### src/rtl/core/llab_pkg.sv
`default_nettype none
// ----------------------------------------------------------------------------
// llab_pkg: shared types and table builders for the linear-light blend
// Holds the sRGB transfer tables, built exactly in integers at elaboration,
// and the queue status type.
// ----------------------------------------------------------------------------
package llab_pkg;

  localparam int TBL_W     = 24;
  localparam int BIG_W     = 320;
  localparam int SRGB_DEN  = 10761;
  localparam int SRGB_OFS  = 561;
  localparam int SRGB_STEP = 20;
  localparam int LIN_KNEE  = 20;

  typedef logic [BIG_W-1:0] big_t;
  typedef logic [255:0][TBL_W-1:0] lin_tbl_t;

  typedef struct packed {
    logic full;
    logic empty;
  } q_stat_t;

  function automatic big_t big_pow(big_t base, int e);
    big_t r;
    r = big_t'(1);
    for (int i = 0; i < e; i++) begin
      r = r * base;
    end
    return r;
  endfunction

  // nearest linear value of the transfer curve at k/510
  function automatic logic [31:0] lin_round(int unsigned k, int lb);
    logic [63:0] m;
    logic [63:0] lo;
    logic [63:0] hi;
    logic [63:0] mid;
    big_t        den12;
    big_t        rhs;
    big_t        lhs;
    m = (64'd1 << lb) - 64'd1;
    if (k <= LIN_KNEE) begin
      return 32'((64'(k) * 64'd50 * m + 64'd164730) / 64'd329460);
    end
    den12 = big_pow(big_t'(SRGB_DEN), 12);
    rhs   = big_pow(big_t'(SRGB_STEP * k + SRGB_OFS), 12) * big_pow(big_t'(2 * m), 5);
    lo    = '0;
    hi    = m;
    while (lo < hi) begin
      mid = lo + ((hi - lo + 64'd1) >> 1);
      lhs = big_pow(big_t'(2 * mid - 64'd1), 5) * den12;
      if (lhs <= rhs) begin
        lo = mid;
      end else begin
        hi = mid - 64'd1;
      end
    end
    return 32'(lo);
  endfunction

  // smallest linear value at or above the transfer curve at k/510
  function automatic logic [31:0] lin_ceil(int unsigned k, int lb);
    logic [63:0] m;
    logic [63:0] lo;
    logic [63:0] hi;
    logic [63:0] mid;
    big_t        den12;
    big_t        rhs;
    big_t        lhs;
    m = (64'd1 << lb) - 64'd1;
    if (k <= LIN_KNEE) begin
      return 32'((64'(k) * 64'd25 * m + 64'd164729) / 64'd164730);
    end
    den12 = big_pow(big_t'(SRGB_DEN), 12);
    rhs   = big_pow(big_t'(SRGB_STEP * k + SRGB_OFS), 12) * big_pow(big_t'(m), 5);
    lo    = '0;
    hi    = m;
    while (lo < hi) begin
      mid = lo + ((hi - lo) >> 1);
      lhs = big_pow(big_t'(mid), 5) * den12;
      if (lhs >= rhs) begin
        hi = mid;
      end else begin
        lo = mid + 64'd1;
      end
    end
    return 32'(lo);
  endfunction

  function automatic lin_tbl_t build_decode(int lb);
    lin_tbl_t t;
    t = '0;
    for (int i = 0; i < 256; i++) begin
      t[i] = TBL_W'(lin_round(2 * i, lb));
    end
    return t;
  endfunction

  // code n is chosen when linear value reaches entry n
  function automatic lin_tbl_t build_thresh(int lb);
    lin_tbl_t t;
    t = '0;
    for (int i = 1; i < 256; i++) begin
      t[i] = TBL_W'(lin_ceil(2 * i - 1, lb));
    end
    return t;
  endfunction

endpackage
`default_nettype wire

### src/rtl/core/llab_if.sv
`default_nettype none


interface llab_out_if ();
  logic        valid;
  logic        ready;
  logic [31:0] blended_color;

  modport source (output valid, output blended_color, input ready);
  modport sink   (input valid, input blended_color, output ready);
endinterface
`default_nettype wire

### src/rtl/core/llab_back.sv
`default_nettype none
// ----------------------------------------------------------------------------
// llab_back: blend and encode pipeline
// Interpolates four lanes, then finds each color code by an eight-step
// pipelined search of the threshold table.
// ----------------------------------------------------------------------------
module llab_back #(
  parameter int FRACTION_BITS = 16,
  parameter int LINEAR_BITS   = 16,
  parameter int ENTRY_W       = FRACTION_BITS + 1 + 16 + 6 * LINEAR_BITS
) (
  input  logic                    clk,
  input  logic                    rst_n,
  input  llab_pkg::q_stat_t       q_stat,
  input  logic [ENTRY_W-1:0]      pop_data,
  output logic                    pop,
  llab_out_if.source              out_chan
);

  localparam int LB = LINEAR_BITS;
  localparam int FW = FRACTION_BITS + 1;
  localparam int PW = LB + FW + 2;
  localparam logic signed [PW-1:0] HALF = PW'(1) << (FRACTION_BITS - 1);
  localparam llab_pkg::lin_tbl_t THR_TBL = llab_pkg::build_thresh(LINEAR_BITS);

  logic advance;

  // unpacked queue entry, lane 3 is alpha
  logic [FW-1:0]           frac;
  logic [3:0][LB-1:0]      x_c;
  logic [3:0][LB-1:0]      y_c;
  logic signed [LB:0]      d_c [4];
  logic signed [FW:0]      fs_c;

  logic                    a_vld_r;
  logic signed [PW-1:0]    prod_r [4];
  logic [3:0][LB-1:0]      base_r;

  logic signed [PW-1:0]    q_c [4];
  logic [3:0][LB-1:0]      mix_c;

  logic                    s_vld_r   [9];
  logic [2:0][LB-1:0]      s_lin_r   [9];
  logic [2:0][7:0]         s_code_r  [9];
  logic [7:0]              s_alpha_r [9];

  logic                    out_vld_r;
  logic [31:0]             out_data_r;

  assign advance                = !out_vld_r || out_chan.ready;
  assign pop                    = advance && !q_stat.empty;
  assign out_chan.valid         = out_vld_r;
  assign out_chan.blended_color = out_data_r;

  always_comb begin
    frac = pop_data[ENTRY_W-1 -: FW];
    for (int l = 0; l < 3; l++) begin
      y_c[l] = pop_data[LB*l +: LB];
      x_c[l] = pop_data[3*LB + LB*l +: LB];
    end
    y_c[3] = LB'(pop_data[6*LB +: 8]);
    x_c[3] = LB'(pop_data[6*LB + 8 +: 8]);
    fs_c   = $signed({1'b0, frac});
    for (int l = 0; l < 4; l++) begin
      d_c[l] = $signed({1'b0, y_c[l]}) - $signed({1'b0, x_c[l]});
    end
  end

  // x + (y - x) * f, the product registered here
  always_ff @(posedge clk) begin
    if (!rst_n) begin
      a_vld_r <= 1'b0;
    end else if (advance) begin
      a_vld_r <= pop;
    end
  end

  always_ff @(posedge clk) begin
    if (advance) begin
      for (int l = 0; l < 4; l++) begin
        prod_r[l] <= PW'(d_c[l]) * PW'(fs_c);
      end
      base_r <= x_c;
    end
  end

  always_comb begin
    for (int l = 0; l < 4; l++) begin
      q_c[l]   = (prod_r[l] + HALF) >>> FRACTION_BITS;
      mix_c[l] = LB'($signed({{(PW - LB){1'b0}}, base_r[l]}) + q_c[l]);
    end
  end

  always_ff @(posedge clk) begin
    if (!rst_n) begin
      s_vld_r[0] <= 1'b0;
    end else if (advance) begin
      s_vld_r[0] <= a_vld_r;
    end
  end

  always_ff @(posedge clk) begin
    if (advance) begin
      for (int l = 0; l < 3; l++) begin
        s_lin_r[0][l]  <= mix_c[l];
        s_code_r[0][l] <= '0;
      end
      s_alpha_r[0] <= mix_c[3][7:0];
    end
  end

  // one code bit per stage, msb first
  for (genvar s = 0; s < 8; s++) begin : g_search
    logic [2:0][7:0] code_nxt;
    logic [2:0][7:0] cand;

    always_comb begin
      for (int l = 0; l < 3; l++) begin
        cand[l] = s_code_r[s][l] | (8'd1 << (7 - s));
        if (s_lin_r[s][l] >= THR_TBL[cand[l]][LB-1:0]) begin
          code_nxt[l] = cand[l];
        end else begin
          code_nxt[l] = s_code_r[s][l];
        end
      end
    end

    always_ff @(posedge clk) begin
      if (!rst_n) begin
        s_vld_r[s+1] <= 1'b0;
      end else if (advance) begin
        s_vld_r[s+1] <= s_vld_r[s];
      end
    end

    always_ff @(posedge clk) begin
      if (advance) begin
        s_lin_r[s+1]   <= s_lin_r[s];
        s_code_r[s+1]  <= code_nxt;
        s_alpha_r[s+1] <= s_alpha_r[s];
      end
    end
  end

  always_ff @(posedge clk) begin
    if (!rst_n) begin
      out_vld_r <= 1'b0;
    end else if (advance) begin
      out_vld_r <= s_vld_r[8];
    end
  end

  always_ff @(posedge clk) begin
    if (advance) begin
      out_data_r <= {s_alpha_r[8], s_code_r[8][2], s_code_r[8][1], s_code_r[8][0]};
    end
  end

endmodule
`default_nettype wire

### src/flat_wrapper.sv
// flat-port wrapper written by rule: the top's interface ports become plain ports
module llab_back_flat 
#(
  parameter int FRACTION_BITS = 16,
  parameter int LINEAR_BITS   = 16,
  parameter int ENTRY_W       = FRACTION_BITS + 1 + 16 + 6 * LINEAR_BITS
)
  (clk, rst_n, q_stat, pop_data, pop, out_chan_valid, out_chan_blended_color, out_chan_ready);
  llab_out_if out_chan_i ();
  input  logic clk;
  input  logic rst_n;
  input  llab_pkg::q_stat_t q_stat;
  input  logic [ENTRY_W-1:0] pop_data;
  output logic pop;
  output wire logic [$bits(out_chan_i.valid)-1:0] out_chan_valid;
  output wire logic [$bits(out_chan_i.blended_color)-1:0] out_chan_blended_color;
  input wire logic [$bits(out_chan_i.ready)-1:0] out_chan_ready;
  assign out_chan_valid = out_chan_i.valid;
  assign out_chan_blended_color = out_chan_i.blended_color;
  assign out_chan_i.ready = out_chan_ready;
  llab_back #(.FRACTION_BITS(FRACTION_BITS), .LINEAR_BITS(LINEAR_BITS), .ENTRY_W(ENTRY_W)) u_core (.clk(clk), .rst_n(rst_n), .q_stat(q_stat), .pop_data(pop_data), .pop(pop), .out_chan(out_chan_i));
endmodule
### config.mk
export PLATFORM = sky130hd
export DESIGN_NAME = llab_back_flat
export DESIGN_NICKNAME = d
export VERILOG_FILES = /design/src/rtl/core/llab_pkg.sv /design/src/rtl/core/llab_if.sv /design/src/rtl/core/llab_back.sv /design/src/flat_wrapper.sv
export SDC_FILE = /design/constraint.sdc
export NUM_CORES = 2
export LEC_CHECK = 0
export ABC_AREA = 1
export BUFFER_PORTS_ARGS = -buffer_cell sky130_fd_sc_hd__buf_2
export CORE_MARGIN = 1
export CORE_UTILIZATION = 60
export DETAILED_ROUTE_END_ITERATION = 7
export GPL_TIMING_DRIVEN = 0
export PLACE_DENSITY_LB_ADDON = 0.05
export REMOVE_ABC_BUFFERS = 1
export SETUP_SLACK_MARGIN = 0.3
export SLEW_MARGIN = 20
export SYNTH_ARGS = -nofsm -noshare
export SYNTH_HDL_FRONTEND = slang
export SYNTH_SLANG_ARGS = --single-unit
### constraint.sdc
create_clock -name clk -period 29.6 [get_ports clk]
set_clock_uncertainty 0.05 [all_clocks]
set_input_delay 5.92 -clock clk [delete_from_list [all_inputs] [get_ports clk]]
set_output_delay 5.92 -clock clk [all_outputs]
set_load 0.01 [all_outputs]
# Yosys cells after proc, flatten, opt, wreduce, memory -nomap -nowiden
# Memory sizes are Yosys's and may differ from the RTL's. A register that Yosys moved wholly into a read port is not among the register bits.
# Cells that the tools add are included.
# W data, S select, Z words.
# totals
input_bits,134
register_bits,57
mem_count,29
rom_bits,73728
word_cells,174
out_inout_bits,34
ram_bits,869
# classes
bitwise,9
n_reduce_logical,5
magnitude_cmp,48
muxes,62
addsub,12
multipliers,4
# memory_table
memory,words,word_bits,rd,rd_ports_with_merged_regs,write_ports,line,rtl
(no name shown),128,24,1,0,0,llab_back.sv:120,if (s_lin_r[s][l] >= THR_TBL[cand[l]][LB-1:0]) begin
(no name shown),128,24,1,0,0,llab_back.sv:120,
(no name shown),128,24,1,0,0,llab_back.sv:120,
(no name shown),128,24,1,0,0,llab_back.sv:120,
(no name shown),128,24,1,0,0,llab_back.sv:120,
(no name shown),128,24,1,0,0,llab_back.sv:120,
23 more memories,-,-,-,-,-,-,
# op_table
operator,n
$ge A16 B16 Y1,24
$mux W16,24
$lt A8 B9 Y1 const B,24
$mul A17 B18 Y35,3
$add A32 B17 Y32 const B,3
$sub A16 B16 Y17,3
$add A16 B16 Y16,3
$mul A9 B18 Y27,1
$add A24 B17 Y24 const B,1
$mux W8,3
$mux W7,3
$mux W6,3
$mux W1,17
$mux W5,3
$mux W4,3
$mux W3,3
$or A1 B1 Y1,9
$sub A8 B8 Y9,1
$add A8 B8 Y8,1
$mux W2,3
$logic_not A1 Y1,3
$logic_and A1 B1 Y1,1
$logic_or A1 B1 Y1,1

# Logic depth before layout (Yosys ltp)
# depth
depth_word,6
mapped_depth,37
depth_no_buf,37

# Worst setup path after synthesis
# OpenSTA, ideal clock, no wires.
# synth_path
path_kind,input-to-reg
startpoint,input port out_chan_ready
endpoint,"memory u_core.s_vld_r[0], data pin"
required_ns,29.306
path_slack_ns,6.680
stages,4
setup_time_ns,0.244
n_path_buf,0
arrival_time_ns,22.626
path_cell_list,nor2_1 > inv_1 > nand2_1 > nor2_1
# synth_rtl
element,line,rtl
"start, declared",flat_wrapper.sv:17,input wire logic [$bits(out_chan_i.ready)-1:0] out_chan_ready;
"end, declared",llab_back.sv:42,logic s_vld_r [9];

==> metrics.md <==
| Metric | Value |
|---|---|
| Fin. max-slew vios | 0 |
| Drt drc | 22 |
| Tightest Pin Transition | 1.31 ns |
| Synth async-reset ratio | 0% |
| Register bit count reported by yosys | 723 |
| Max cap viols | 0 |
| R2R Path Start | u_core.s_code_r[7][11] |
| Die width | 370 um |
| Total core area | 0.134 mm2 |
| Largest net degree at the start of global routing | ~120 |
| Post-DP HPWL | between 150 and 200 mm |
| First-pass DRT Iterations | 8 |
| Final Hold Fails | 0 |
| CTS tree | done |
| Vias in the first global route | 67000 |
| Largest family of logic cells by synthesized area | adder cells |
| Yosys cell types | 76 |
| Area taken by multi-input logic gates | 0.0513 mm2 |
| Total CTS buffers | 82 |
| Post-CTS setup buffers | 0 |
| Number of port buffers | 166 |
| Synthesized area | 0.0811 mm2 |
| R2R Path End | u_core.s_code_r[8][8] |
| Avg Inst Size Synth | 8.47 um2 |
| Nets | around 11000 |
| Post-synthesis sequential area ratio | 26.7% |
| CP Launch Type | primary input |
| Inst Count DP | 11200 |
| Mux cell area share after synthesis | 0% |
| Via/cell ratio | 5.89 |
| Skew-Pair Late Insertion Delay | 0.72 ns |
| R2R depth | 14 |
| Synth Area in Adders | 33.4% |
| Crit end category | flop |
| CP dominant cell by count | inv_1 |
| Synth Instances | 9573 |
| Final worst path period share | 43.6% |
| Post-layout util | 64.4% |
| Boundary Pins | around 170 |
| H-Tree Depth | 3 |
| Min Tclk post-route | 12.91 ns |
| Data required, critical path | 30.02 ns |
| Hold wc startpoint | u_core.s_alpha_r[7][5] |
| Number of flops mapped to enable cells by yosys | 720 |
| Yosys warning total | 0 |
| Post-route ant nets | 0 |
| Commonest non-fill, non-tap cell in the layout | inv_1 |
| Hold Buf Count CTS | 0 |
| Root Driver | clkbuf_16 |
| Simple-gate area share of the yosys netlist | 16.9% |
| Most frequent cells in the layout | inv_1, nand2_1, nor2_1 |
| Hold EP | u_core.s_alpha_r[8][5] |
| Worst hold path cell count | 0 |
| Main flop type after synthesis | edfxtp_1 |
| Starting density of the core | 60.6% |
| Status | finished with violations |
| Die height | roughly 370 um |
| Post-Route WL | around 220 mm |
| Total GRT Usage | 33.0% |
| WS Path Type | primary input to flop |
| RSZ-0062 raised after global routing | no |
| Final setup fails | 0 |
| Synth Area in Compound Gates | 10.9% |
| Num Clock Sinks | between 700 and 800 |
| Die area | 0.137 mm2 |
| CP startpoint | pop_data[54] |
| Slowest Stage Delay on Critical Path | 0.88 ns |
| Worst Hold Class | flop to flop |
| Initial antenna violation count | 25 |
| Critical path fanouts, max | 8 |
| Seq. cell area | 0.0217 mm2 |
| Reg2reg setup slack | 24.46 ns |
| Fill cell count | around 11000 |
| Via count | 67000 |
| Clk pin slew, worst setup/hold paths | 0.07 ns |
| Area Overhead vs Synth | 6.22% |
| XOR/XNOR Fraction of Synth Area | 2.03% |
| Std-Cell Rows | 134 |
| Post-route insts no fill | ~11000 |
| Failing checks | design-rule violations |
| Post-CTS resize count | 0 |
| Max Freq | 0.0774 GHz |
| Congestion Overflow GR | 0 |
| Arrival time worst endpoint | roughly 13 ns |
| Global-route wire length before repair | around 360 mm |
| CP max-delay cell | xnor2_1 |
| Iteration-0 DRC Markers | 6283 |
| Wire length per cell | a little under 20 um |
| Max-slew headroom | 12.3% |
| Placer Congestion | 0.987 |
| Fraction of layout cells with a size suffix above 1 | 4.57% |
| TNS Setup | 0 ns |
| Clk buf depth | 3 |
==> worst max-delay path: cells and delay by family <==
family | cells | cell delay, ns
AND/OR/NAND/NOR | 5 | 0.51
buffers and inverters | 8 | 0.53
adder cells (fa/ha/maj) | 8 | 3.81
AO/OA/AOI/OAI | 9 | 1.67
XOR/XNOR | 1 | 0.88
==> final cells by class <==
type	instances	area share, %
diodes	15	0.0436
clock buffers	91	2.42
clock inverters	59	0.745
inverters	1827	7.98
multi-input cells	6715	59.6
flip-flops and latches	723	25.2
well taps	1768	2.57
repair buffers	188	1.48
==> cell families (layout without fill, tap and decap cells) <==
| family | after synthesis | count (layout) |
|---|---|---|
| AO/OA/AOI/OAI | 1487 | 1487 |
| XOR/XNOR | 178 | 178 |
| adder cells (fa/ha/maj) | 1698 | 1698 |
| buffers and inverters | 2135 | 2165 |
| flip-flops | 723 | 723 |
| other | 0 | 15 |
| AND/OR/NAND/NOR | 3352 | 3352 |
==> per-stage QoR <==
stage	hold WS (ns)	worst slack, ns	cell area [um2]
4_1_cts	0.338	16.90	86100
6_report	0.339	16.69	86100
5_1_grt	0.357	16.46	86100
3_5_place_dp	0.355	16.19	83400
3_3_place_gp	0.351	0.623	82900
2_1_floorplan	0.350	6.68	79800
==> synth_stat cells (26+ instances only) <==
library cell | n | area, um2
xnor2_1 | 35 | 307
xor2_1 | 136 | 1190
fa_1 | 782 | 15700
o211ai_1 | 59 | 443
edfxtp_1 | 720 | 21600
a211oi_1 | 33 | 248
ha_1 | 916 | 11500
a21oi_1 | 522 | 2610
nand4_1 | 55 | 344
o311ai_0 | 29 | 254
clkbuf_1 | 219 | 822
nor2_1 | 925 | 3470
or2_2 | 31 | 194
inv_1 | 1789 | 6720
nand2_1 | 1754 | 6580
a31oi_1 | 79 | 494
buf_2 | 54 | 270
buf_1 | 27 | 101
o221ai_1 | 45 | 394
o31ai_1 | 26 | 195
nand3_1 | 399 | 2000
nor3_1 | 109 | 546
o22ai_1 | 33 | 206
o21ai_0 | 465 | 2330
==> sequential cells by signal (all words and copies together) (netlist names) <==
signal and count:
u_core.s_code_r 108, u_core.a_vld_r 1, u_core.prod_r 60, u_core.s_lin_r 384
u_core.s_vld_r 9, u_core.base_r 56, u_core.out_chan.blended_color 32, u_core.s_alpha_r 72
u_core.out_chan.valid 1
==> worst max-delay path by stage <==
stage | endpoint | slack (ns) | cells after the start
4_1_cts | u_core.prod_r[0][31] | 16.90 | 31
6_report | u_core.prod_r[0][31] | 16.69 | 31
2_1_floorplan | u_core.s_vld_r[0] | 6.68 | 4
5_1_grt | u_core.prod_r[0][31] | 16.46 | 31
3_3_place_gp | u_core.s_vld_r[0] | 0.62 | 5
3_5_place_dp | u_core.prod_r[0][31] | 16.19 | 31
==> metal layers <==
layer / share of wire, % / up-vias / track usage, %
li1: - / 31100 / -
met1: 39 / 32100 / 42.1
met2: 48 / 3139 / 55.4
met3: 8.7 / 679 / 5.46
met4: 4.6 / 4 / 14.2
met5: 0.013 / - / 0
Power is not shown: default switching activity piles up to over one toggle a cycle in this logic, so the estimate is an artifact.
