`src/rtl/core/llab_pkg.sv`:
```
`default_nettype none
// ----------------------------------------------------------------------------
// llab_pkg: shared types and table builders for the linear-light blend
// Holds the sRGB transfer tables, built exactly in integers at elaboration,
// and the queue status type.
// ----------------------------------------------------------------------------
package llab_pkg;

  localparam int TBL_W     = 24;
  localparam int BIG_W     = 320;
  localparam int SRGB_DEN  = 10761;
  localparam int SRGB_OFS  = 561;
  localparam int SRGB_STEP = 20;
  localparam int LIN_KNEE  = 20;

  typedef logic [BIG_W-1:0] big_t;
  typedef logic [255:0][TBL_W-1:0] lin_tbl_t;

  typedef struct packed {
    logic full;
    logic empty;
  } q_stat_t;

  function automatic big_t big_pow(big_t base, int e);
    big_t r;
    r = big_t'(1);
    for (int i = 0; i < e; i++) begin
      r = r * base;
    end
    return r;
  endfunction

  // nearest linear value of the transfer curve at k/510
  function automatic logic [31:0] lin_round(int unsigned k, int lb);
    logic [63:0] m;
    logic [63:0] lo;
    logic [63:0] hi;
    logic [63:0] mid;
    big_t        den12;
    big_t        rhs;
    big_t        lhs;
    m = (64'd1 << lb) - 64'd1;
    if (k <= LIN_KNEE) begin
      return 32'((64'(k) * 64'd50 * m + 64'd164730) / 64'd329460);
    end
    den12 = big_pow(big_t'(SRGB_DEN), 12);
    rhs   = big_pow(big_t'(SRGB_STEP * k + SRGB_OFS), 12) * big_pow(big_t'(2 * m), 5);
    lo    = '0;
    hi    = m;
    while (lo < hi) begin
      mid = lo + ((hi - lo + 64'd1) >> 1);
      lhs = big_pow(big_t'(2 * mid - 64'd1), 5) * den12;
      if (lhs <= rhs) begin
        lo = mid;
      end else begin
        hi = mid - 64'd1;
      end
    end
    return 32'(lo);
  endfunction

  // smallest linear value at or above the transfer curve at k/510
  function automatic logic [31:0] lin_ceil(int unsigned k, int lb);
    logic [63:0] m;
    logic [63:0] lo;
    logic [63:0] hi;
    logic [63:0] mid;
    big_t        den12;
    big_t        rhs;
    big_t        lhs;
    m = (64'd1 << lb) - 64'd1;
    if (k <= LIN_KNEE) begin
      return 32'((64'(k) * 64'd25 * m + 64'd164729) / 64'd164730);
    end
    den12 = big_pow(big_t'(SRGB_DEN), 12);
    rhs   = big_pow(big_t'(SRGB_STEP * k + SRGB_OFS), 12) * big_pow(big_t'(m), 5);
    lo    = '0;
    hi    = m;
    while (lo < hi) begin
      mid = lo + ((hi - lo) >> 1);
      lhs = big_pow(big_t'(mid), 5) * den12;
      if (lhs >= rhs) begin
        hi = mid;
      end else begin
        lo = mid + 64'd1;
      end
    end
    return 32'(lo);
  endfunction

  function automatic lin_tbl_t build_decode(int lb);
    lin_tbl_t t;
    t = '0;
    for (int i = 0; i < 256; i++) begin
      t[i] = TBL_W'(lin_round(2 * i, lb));
    end
    return t;
  endfunction

  // code n is chosen when linear value reaches entry n
  function automatic lin_tbl_t build_thresh(int lb);
    lin_tbl_t t;
    t = '0;
    for (int i = 1; i < 256; i++) begin
      t[i] = TBL_W'(lin_ceil(2 * i - 1, lb));
    end
    return t;
  endfunction

endpackage
`default_nettype wire

```
`src/rtl/core/llab_queue.sv`:
```
`default_nettype none
// ----------------------------------------------------------------------------
// llab_queue: small register queue between front and back
// First-in first-out store of decoded items with full and empty status.
// ----------------------------------------------------------------------------
module llab_queue #(
  parameter int WIDTH = 8,
  parameter int DEPTH = 4
) (
  input  logic                  clk,
  input  logic                  rst_n,
  input  logic                  push,
  input  logic [WIDTH-1:0]      push_data,
  input  logic                  pop,
  output logic [WIDTH-1:0]      pop_data,
  output llab_pkg::q_stat_t     stat
);

  localparam int PW = (DEPTH > 1) ? $clog2(DEPTH) : 1;
  localparam int CW = $clog2(DEPTH + 1);

  logic [WIDTH-1:0] mem_r [DEPTH];
  logic [PW-1:0]    wr_ptr_r;
  logic [PW-1:0]    rd_ptr_r;
  logic [CW-1:0]    cnt_r;

  assign stat.full  = (cnt_r == CW'(DEPTH));
  assign stat.empty = (cnt_r == '0);
  assign pop_data   = mem_r[rd_ptr_r];

  always_ff @(posedge clk) begin
    if (!rst_n) begin
      wr_ptr_r <= '0;
      rd_ptr_r <= '0;
      cnt_r    <= '0;
    end else begin
      if (push) begin
        wr_ptr_r <= (wr_ptr_r == PW'(DEPTH - 1)) ? '0 : wr_ptr_r + PW'(1);
      end
      if (pop) begin
        rd_ptr_r <= (rd_ptr_r == PW'(DEPTH - 1)) ? '0 : rd_ptr_r + PW'(1);
      end
      if (push && !pop) begin
        cnt_r <= cnt_r + CW'(1);
      end else if (pop && !push) begin
        cnt_r <= cnt_r - CW'(1);
      end
    end
  end

  always_ff @(posedge clk) begin
    if (push) begin
      mem_r[wr_ptr_r] <= push_data;
    end
  end

endmodule
`default_nettype wire

```
`config.mk`:
```
export PLATFORM = sky130hd
export DESIGN_NAME = llab_queue
export DESIGN_NICKNAME = d
export VERILOG_FILES = /design/src/rtl/core/llab_pkg.sv /design/src/rtl/core/llab_queue.sv
export SDC_FILE = /design/constraint.sdc
export NUM_CORES = 1
export LEC_CHECK = 0
export BUFFER_PORTS_ARGS = -buffer_cell sky130_fd_sc_hd__clkbuf_2
export CAP_MARGIN = 20
export CORE_MARGIN = 5
export CORE_UTILIZATION = 35
export DETAILED_ROUTE_END_ITERATION = 6
export PLACE_DENSITY = 0.59
export SETUP_SLACK_MARGIN = 0.2
export SYNTH_ARGS = -nofsm -noshare
export SYNTH_HDL_FRONTEND = slang
export SYNTH_SLANG_ARGS = --single-unit
```
`constraint.sdc`:
```
create_clock -name clk -period 1.7 [get_ports clk]
set_input_delay 0.34 -clock clk [delete_from_list [all_inputs] [get_ports clk]]
set_output_delay 0.34 -clock clk [all_outputs]
set_load 0.02 [all_outputs]
```
# After elaboration in Yosys (flattened, before gate mapping)
# Memories as Yosys holds them, arrays and structs flattened. A register that Yosys moved wholly into a read port is not among the register bits.
# Index checks and enable logic that the tools add are counted.
# op_classes
addsub,4
multipliers,0
div,0
n_lt_le_gt_ge,0
n_eq_ne,3
shift,0
n_mux,8
bitwise,0
n_reduce_logical,6
# op_table
cell,n
$mux W2,4
$mux W3,2
$add A2 B1 Y2 const B,2
$eq A2 B2 Y1 const B,2
$add A3 B1 Y3 const B,1
$eq A3 B3 Y1 const B,1
$logic_not A3 Y1,1
$sub A3 B1 Y3 const B,1
$logic_and A1 B1 Y1,2
$logic_not A1 Y1,2
$mux W1,2
$reduce_bool A2 Y1,1
# word_totals
reg_bits,7
latchBits,0
ramBits,32
rom_bits,0
input_bits,12
out_inout_bits,10
wordCells,25
n_memories,1
# memory_table
memory,depth,width,rd,rd_ports_with_merged_regs,write_ports,line,source
mem_r,4,8,1,1,1,llab_queue.sv:22,logic [WIDTH-1:0] mem_r [DEPTH];

# Depth between registers and ports, before layout
# Gate-level depths: netlist of the first run.
# logic_depth
word_depth,4
mapped_depth,7
mapped_depth_nobuf,7

# Worst setup path before layout of the first run
# Ideal clock, no wire load.
# synth_path
path_kind,input to register
from,input pop
to,register cnt_r[2]
setup_ns,0.070
t_arrival_ns,1.533
required_ns,1.630
path_slack_ns,0.097
path_stages,7
path_buffers,0
path_cell_list,inv_1 -> ha_1 -> inv_1 -> fa_1 -> xor2_1 -> or3_1 -> a21boi_1
# synth_via
elab_chain_cells,3
word_cells_on_any_way,5
cone_classes,1 x mux; 4 x reduce/logical
# synth_rtl
element,line,source
"start, declared",llab_queue.sv:14,"input logic pop,"
$logic_not A1 Y1,llab_queue.sv:43,if (push && !pop) begin
$logic_and A1 B1 Y1,llab_queue.sv:43,
$mux W3 / $reduce_bool A2 Y1 (equally long branches),n/a,
"end signal, assigned",llab_queue.sv:44,cnt_r <= cnt_r + CW'(1);
"end signal, assigned",llab_queue.sv:46,cnt_r <= cnt_r - CW'(1);
"end, declared",llab_queue.sv:25,logic [CW-1:0] cnt_r;
# Parallel ways exist; a longest one is shown, timed or not.
# A chain may end at the register's enable or synchronous reset.

==> results.json, run 1 <==
{
  "globalRoute.totalOverflow": 0,
  "r2r-end": "cnt_r[2]",
  "fp.dieArea_um2": 6070,
  "slew_headroom": 0.689,
  "htreeDepth": 2,
  "core_um2": 4410,
  "worst_slew_pin_slew_ns": 0.467,
  "post_drt_wl_per_cell_um": 15.2,
  "synth_fp_nets": 105,
  "worst_setup_hold_path_clk_slew_ns": 0.08,
  "placement_rows": 24,
  "post_synth_num_cell_types": 20,
  "final.period_utilization": 1.04,
  "n_fill_cell": 401,
  "utilization": 0.445,
  "floorplan.die.width_um": 77.9,
  "clock_tree_from_tritoncts": "yes",
  "total_power_per_unit_cell_area_nw_per_um2": 1060,
  "layout-area-overhead-vs-synth_pct": 21.6,
  "drt_iter0_markers": 34,
  "setup_crit_start_kind": "register",
  "critical_path.cell_chain": "buf_12 > mux4_2 > buf_8",
  "clock.fmax_ghz": 0.563,
  "outcome": "complete, but fails checks",
  "min_path_cells": 1,
  "die_height_um": 77.9,
  "critical_path.top_delay_family": "multiplexers",
  "violated_checks": "setup timing",
  "ff2ff_setup_slack_ns": 0.27,
  "worstHoldEndpoint": "mem_r[0][4]",
  "cells_after_synthesis": 86,
  "post_cts_buffers": 0,
  "antenna_violating_nets_post_route": 0,
  "cts.root.buffer_cell": "sky130_fd_sc_hd__clkbuf_8",
  "synth.cell_area_um2": 1620,
  "finalWorstPathRequiredPeriod_ns": 1.78,
  "irDropWorstVdd_v": 0.000563,
  "final-max-slew-violation-count": 0,
  "grt_pass1_vias": 845,
  "layout.nets": 135,
  "detailedRoute.firstPassIterationCount": 4,
  "timing.rr.start": "cnt_r[0]",
  "ctsLongestPathBuffers": 2,
  "rsz0062_at_grt": "yes",
  "globalRouteTotalUtil": 0.0937,
  "post_route_cells_drive_above_1_share": 0.393,
  "critical_path_peak_fanout": 8,
  "pleak_nw": 0.716,
  "cts_hold_buffers": 0,
  "worst-r2r-cell-count": 4,
  "grt_pass1_wl_mm": 4.22,
  "yosys_register_bits": 41,
  "tritoncts.num_buffers": 5,
  "cp-end-kind": "output port",
  "drt_wl_total_mm": 2.57,
  "startpoint_of_the_tightest_hold_check_path": "push_data[4]",
  "syn-mean-instance-area_um2": 18.8,
  "detailed_place_hpwl_mm": 1.82,
  "worst_skew_pair.late_latency_ns": 0.29,
  "skew_final_ns": 0.00733,
  "min_path_type": "input port to register",
  "route.detailed.drc": 0,
  "final_setup_vio_count": 8,
  "critical_path_top_delay_cell": "sky130_fd_sc_hd__mux4_2",
  "layout_setup_ws_ns": -0.0757,
  "yosysWarnings": 0,
  "cts_sinks": 41,
  "final_hold_viol_count": 0,
  "synth-seq-area-share": 0.706,
  "floorplan.initialDensity": 0.366,
  "path_class": "register to output port",
  "vias_per_cell": 4.78,
  "top_level_ports": 22,
  "gpl.final_weighted_congestion": 0.680,
  "worst-endpoint-arrival_ns": 1.44,
  "critPathRequiredTime_ns": 1.36,
  "port_buffers": 21,
  "cpPeakStageDelay_ns": 0.52,
  "max_cap_violations": 0,
  "path_buf_inv": 2,
  "antenna_cells": 0,
  "vias": 808,
  "setup_total_negative_slack_ns": -0.505,
  "antenna_violations_before_repair": 0,
  "pin_count_of_the_biggest_net_entering_global_routing": 14
}
logic make-up after synthesis:
kind of cell,after synthesis,share of synthesized area
multiplexers,12,0.136
buffers and inverters,6,0.0194
adder cells (fa/ha/maj),7,0.0589
AO/OA/AOI/OAI,3,0.0124
flip-flops,41,0.706
AND/OR/NAND/NOR,15,0.0558
XOR/XNOR,2,0.0108
power breakdown:
part	switching, mW	total (mW)	internal [mW]
combinational	0.158	0.319	0.162
sequential	0.0324	1.17	1.14
clock	0.316	0.599	0.283
sequential cells by signal, summed over array words and instances (netlist names), named ones only:
name	flops
cnt_r	3
mem_r	32
rd_ptr_r	2
wr_ptr_r	2
area by class of cell:
type / count / area, um^2 / share of cell area
multi-input combinational: 39 / 458 / 0.233
sequential: 41 / 1140 / 0.582
clock buffer: 5 / 68.8 / 0.0350
inverter: 4 / 17.5 / 0.00892
clock inverter: 3 / 17.5 / 0.00892
timing repair buffer: 25 / 195 / 0.0994
tap: 52 / 65.1 / 0.0331
stage by stage:
step	total power, mW	setup WS (ns)	area [um^2]	hold WS (ns)	std cells
floorplan	1.38	0.184	1630	0.439	86
detailed placement	1.49	-0.0162	1830	0.510	161
global placement	1.48	0.0435	1830	0.487	161
CTS	2.10	-0.110	1930	0.249	169
finish	2.09	-0.0757	1960	0.263	169
global route	2.20	-0.128	1960	0.249	169
what timing repair did:
item                       CTS  global route
pin swaps                    0             0
setup endpoints to repair    8             8
gates resized for setup      3            20
routing by layer:
| metal | vias up | share of wire | wire, um | global-route usage |
|---|---|---|---|---|
| met5 | - | 0 | 0 | 0 |
| li1 | 385 | - | - | - |
| met4 | 0 | 0.022 | 57 | 0.0456 |
| met1 | 395 | 0.41 | 1060 | 0.106 |
| met3 | 5 | 0.064 | 165 | 0.0370 |
| met2 | 23 | 0.50 | 1280 | 0.154 |
cell usage after synthesis:
library cell	instances	area, um^2
sky130_fd_sc_hd__and2_1	5	31.3
sky130_fd_sc_hd__inv_1	4	15.0
sky130_fd_sc_hd__xor2_1	1	8.76
sky130_fd_sc_hd__dfxtp_1	9	180
sky130_fd_sc_hd__xnor2_1	1	8.76
sky130_fd_sc_hd__o21ai_0	1	5.00
sky130_fd_sc_hd__ha_1	6	75.1
sky130_fd_sc_hd__nor3_1	2	10.0
sky130_fd_sc_hd__o21a_1	1	7.51
sky130_fd_sc_hd__nor2_1	1	3.75
sky130_fd_sc_hd__nor3b_1	1	7.51
sky130_fd_sc_hd__fa_1	1	20.0
sky130_fd_sc_hd__mux2i_1	4	40.0
sky130_fd_sc_hd__edfxtp_1	32	961
sky130_fd_sc_hd__clkbuf_2	1	5.00
sky130_fd_sc_hd__nor2b_1	5	31.3
sky130_fd_sc_hd__or3_1	1	6.26
sky130_fd_sc_hd__a21boi_1	1	7.51
sky130_fd_sc_hd__mux4_2	8	180
sky130_fd_sc_hd__buf_6	1	11.3
worst register-to-register path: cells and delay by family (launching register included):
kind                     cells  cell delay [ns]
AO/OA/AOI/OAI                1             0.13
XOR/XNOR                     1             0.17
adder cells (fa/ha/maj)      1             0.40
flip-flops                   1             0.37
AND/OR/NAND/NOR              1             0.30
worst max path at each step:
stage                        start          end  cells after the start
after floorplan                pop     cnt_r[2]                      7
after global placement         pop     cnt_r[2]                      8
after detailed placement       pop     cnt_r[2]                      8
after CTS                 register  pop_data[3]                      3
after global routing      register  pop_data[3]                      3
final                     register  pop_data[3]                      3
placed cells by master (no fill, tap or decap), types with 2 or more instances in the layout:
cell type                   n
sky130_fd_sc_hd__and2_1     5
sky130_fd_sc_hd__buf_4      3
sky130_fd_sc_hd__buf_6      6
sky130_fd_sc_hd__clkbuf_2  13
sky130_fd_sc_hd__clkbuf_8   5
sky130_fd_sc_hd__clkinv_2   2
sky130_fd_sc_hd__dfxtp_1    8
sky130_fd_sc_hd__edfxtp_1  32
sky130_fd_sc_hd__ha_1       5
sky130_fd_sc_hd__inv_1      2
sky130_fd_sc_hd__mux2i_1    4
sky130_fd_sc_hd__mux4_2     8
sky130_fd_sc_hd__nor2b_1    5
sky130_fd_sc_hd__nor3_1     2
(Power assumes the default switching activity.)
==> run 2: changes to the inputs <==
BUFFER_PORTS_ARGS = unset   (was -buffer_cell sky130_fd_sc_hd__clkbuf_2)
CORE_MARGIN = 2   (was 5)
DONT_BUFFER_PORTS = 1   (was unset)
PLACE_DENSITY = 0.55   (was 0.59)
==> run 2 against run 1 <==
The flow now finishes without violations; clock-buffer cell count did not move; critical path depth is 1 lower; clock skew is 0.0040 ns lower; non-clock buffer count shrank 22; worst setup slack improved by 0.085 ns; die area decreased by 15%; combinational power fell by 25%; power is 3.3% higher; final area fell by 6.9%; sequential share of layout area grew 4.4 points; critical path type unchanged.
==> results.json, run 2 (synthesis gave the netlist of run 1 again) <==
{
  "pin_count_of_the_biggest_net_entering_global_routing": 14,
  "r2r-end": "cnt_r[2]",
  "antenna_violations_before_repair": 0,
  "layout_setup_ws_ns": 0.00896,
  "worst_setup_hold_path_clk_slew_ns": 0.07,
  "worst_skew_pair.late_latency_ns": 0.28,
  "worstHoldEndpoint": "mem_r[0][4]",
  "skew_final_ns": 0.00333,
  "clock.fmax_ghz": 0.591,
  "antenna_cells": 0,
  "vias_per_cell": 4.80,
  "post_route_cells_drive_above_1_share": 0.253,
  "n_fill_cell": 383,
  "max_cap_violations": 0,
  "layout_top_registers": "mem_r x32, cnt_r x3",
  "fp.dieArea_um2": 5170,
  "setup_crit_start_kind": "register",
  "placement_rows": 24,
  "post_drt_wl_per_cell_um": 15.7,
  "multi_input_logic_area_um2": 458,
  "min_path_cells": 0,
  "path_class": "register to output port",
  "port_buffers": 0,
  "critPathRequiredTime_ns": 1.36,
  "final_setup_vio_count": 0,
  "floorplan.die.width_um": 71.9,
  "clock_tree_from_tritoncts": "yes",
  "globalRouteTotalUtil": 0.0997,
  "min_path_type": "input port to register",
  "htreeDepth": 2,
  "total_power_per_unit_cell_area_nw_per_um2": 1180,
  "route.detailed.drc": 0,
  "mostFrequentLayoutCells": "sky130_fd_sc_hd__edfxtp_1, sky130_fd_sc_hd__mux4_2, sky130_fd_sc_hd__dfxtp_1",
  "ctsLongestPathBuffers": 2,
  "drt_wl_total_mm": 2.31,
  "worst_slew_pin_slew_ns": 0.437,
  "drt_iter0_markers": 43,
  "slew_headroom": 0.709,
  "core_um2": 4410,
  "cts_hold_buffers": 0,
  "grt_pass1_wl_mm": 3.55,
  "critical_path_peak_fanout": 8,
  "layout.nets": 113,
  "tritoncts.num_buffers": 5,
  "detailed_place_hpwl_mm": 1.59,
  "worst-r2r-cell-count": 4,
  "timing.rr.start": "cnt_r[0]",
  "detailedRoute.firstPassIterationCount": 4,
  "globalRoute.totalOverflow": 0,
  "gpl.final_weighted_congestion": 0.710,
  "largest_register_ff_count": 32,
  "cts_sinks": 41,
  "floorplan.initialDensity": 0.366,
  "pre_cts_ws_ns": 0.126,
  "worst-endpoint-arrival_ns": 1.35,
  "top_level_ports": 22,
  "registers.top_by_ff_count": "mem_r",
  "die_height_um": 71.9,
  "pleak_nw": 0.617,
  "final.period_utilization": 0.995,
  "cts.root.buffer_cell": "sky130_fd_sc_hd__clkbuf_8",
  "outcome": "completed",
  "layout_commonest_cell": "sky130_fd_sc_hd__edfxtp_1",
  "grt_pass1_vias": 695,
  "final_hold_viol_count": 0,
  "startpoint_of_the_tightest_hold_check_path": "push_data[4]",
  "report.power.total_mw": 2.16,
  "ff2ff_setup_slack_ns": 0.29,
  "cp-end-kind": "output port",
  "finalWorstPathRequiredPeriod_ns": 1.69,
  "setup_total_negative_slack_ns": 0,
  "vias": 706,
  "rsz0062_at_grt": "yes",
  "final-max-slew-violation-count": 0,
  "sequential_cell_area_um2": 1140,
  "irDropWorstVdd_v": 0.000445,
  "antenna_violating_nets_post_route": 0,
  "layout-area-overhead-vs-synth_pct": 13.2
}
[run 2: cell type report]
| class | instances | area share |
|---|---|---|
| Tap cell | 52 | 0.0356 |
| Inverter | 4 | 0.00958 |
| Clock buffer | 5 | 0.0376 |
| Multi-Input combinational cell | 39 | 0.250 |
| Timing Repair Buffer | 3 | 0.0192 |
| Sequential cell | 41 | 0.625 |
| Clock inverter | 3 | 0.0226 |
[run 2: worst max-delay path by stage]
stage	end	slack, ns	start	depth (start not counted)
global route	pop_data[5]	-0.04	register	2
floorplan	cnt_r[2]	0.18	pop	7
detailed placement	cnt_r[2]	0.13	pop	7
finish	pop_data[5]	0.009	register	2
CTS	pop_data[1]	-0.01	register	2
global placement	cnt_r[2]	0.17	pop	7
[run 2: worst max-delay path, stage by stage, from the launching register on]
cell and delay [ns]:
sky130_fd_sc_hd__dfxtp_2 0.34, sky130_fd_sc_hd__buf_12 0.14, sky130_fd_sc_hd__mux4_2 0.59
[run 2: timing repair]
action	in CTS	in global routing
resized for setup	1	1
pin swaps	0	0
endpoints found under the setup margin	8	8
setup buffers	0	0
[run 2: where the power goes]
group          switching (mW)  leakage, nW  internal [mW]
clock network           0.313       0.0518          0.432
logic                   0.126        0.196          0.112
registers              0.0354        0.369           1.14
[run 2: routing by layer]
metal	GRT usage	routed length (um)	up-vias
met5	0	0	-
met4	0.0503	25	0
met3	0.0528	131	2
met2	0.144	1130	13
met1	0.122	1030	353
li1	-	-	338
[run 2: stage by stage]
stage	utilization	std cells	area (um^2)	hold WS, ns
after floorplan	-	86	1630	0.439
after global placement	0.389	139	1720	0.439
after detailed placement	0.389	139	1720	0.439
after CTS	0.414	147	1830	0.139
after global routing	0.414	147	1830	0.122
final	0.414	147	1830	0.151
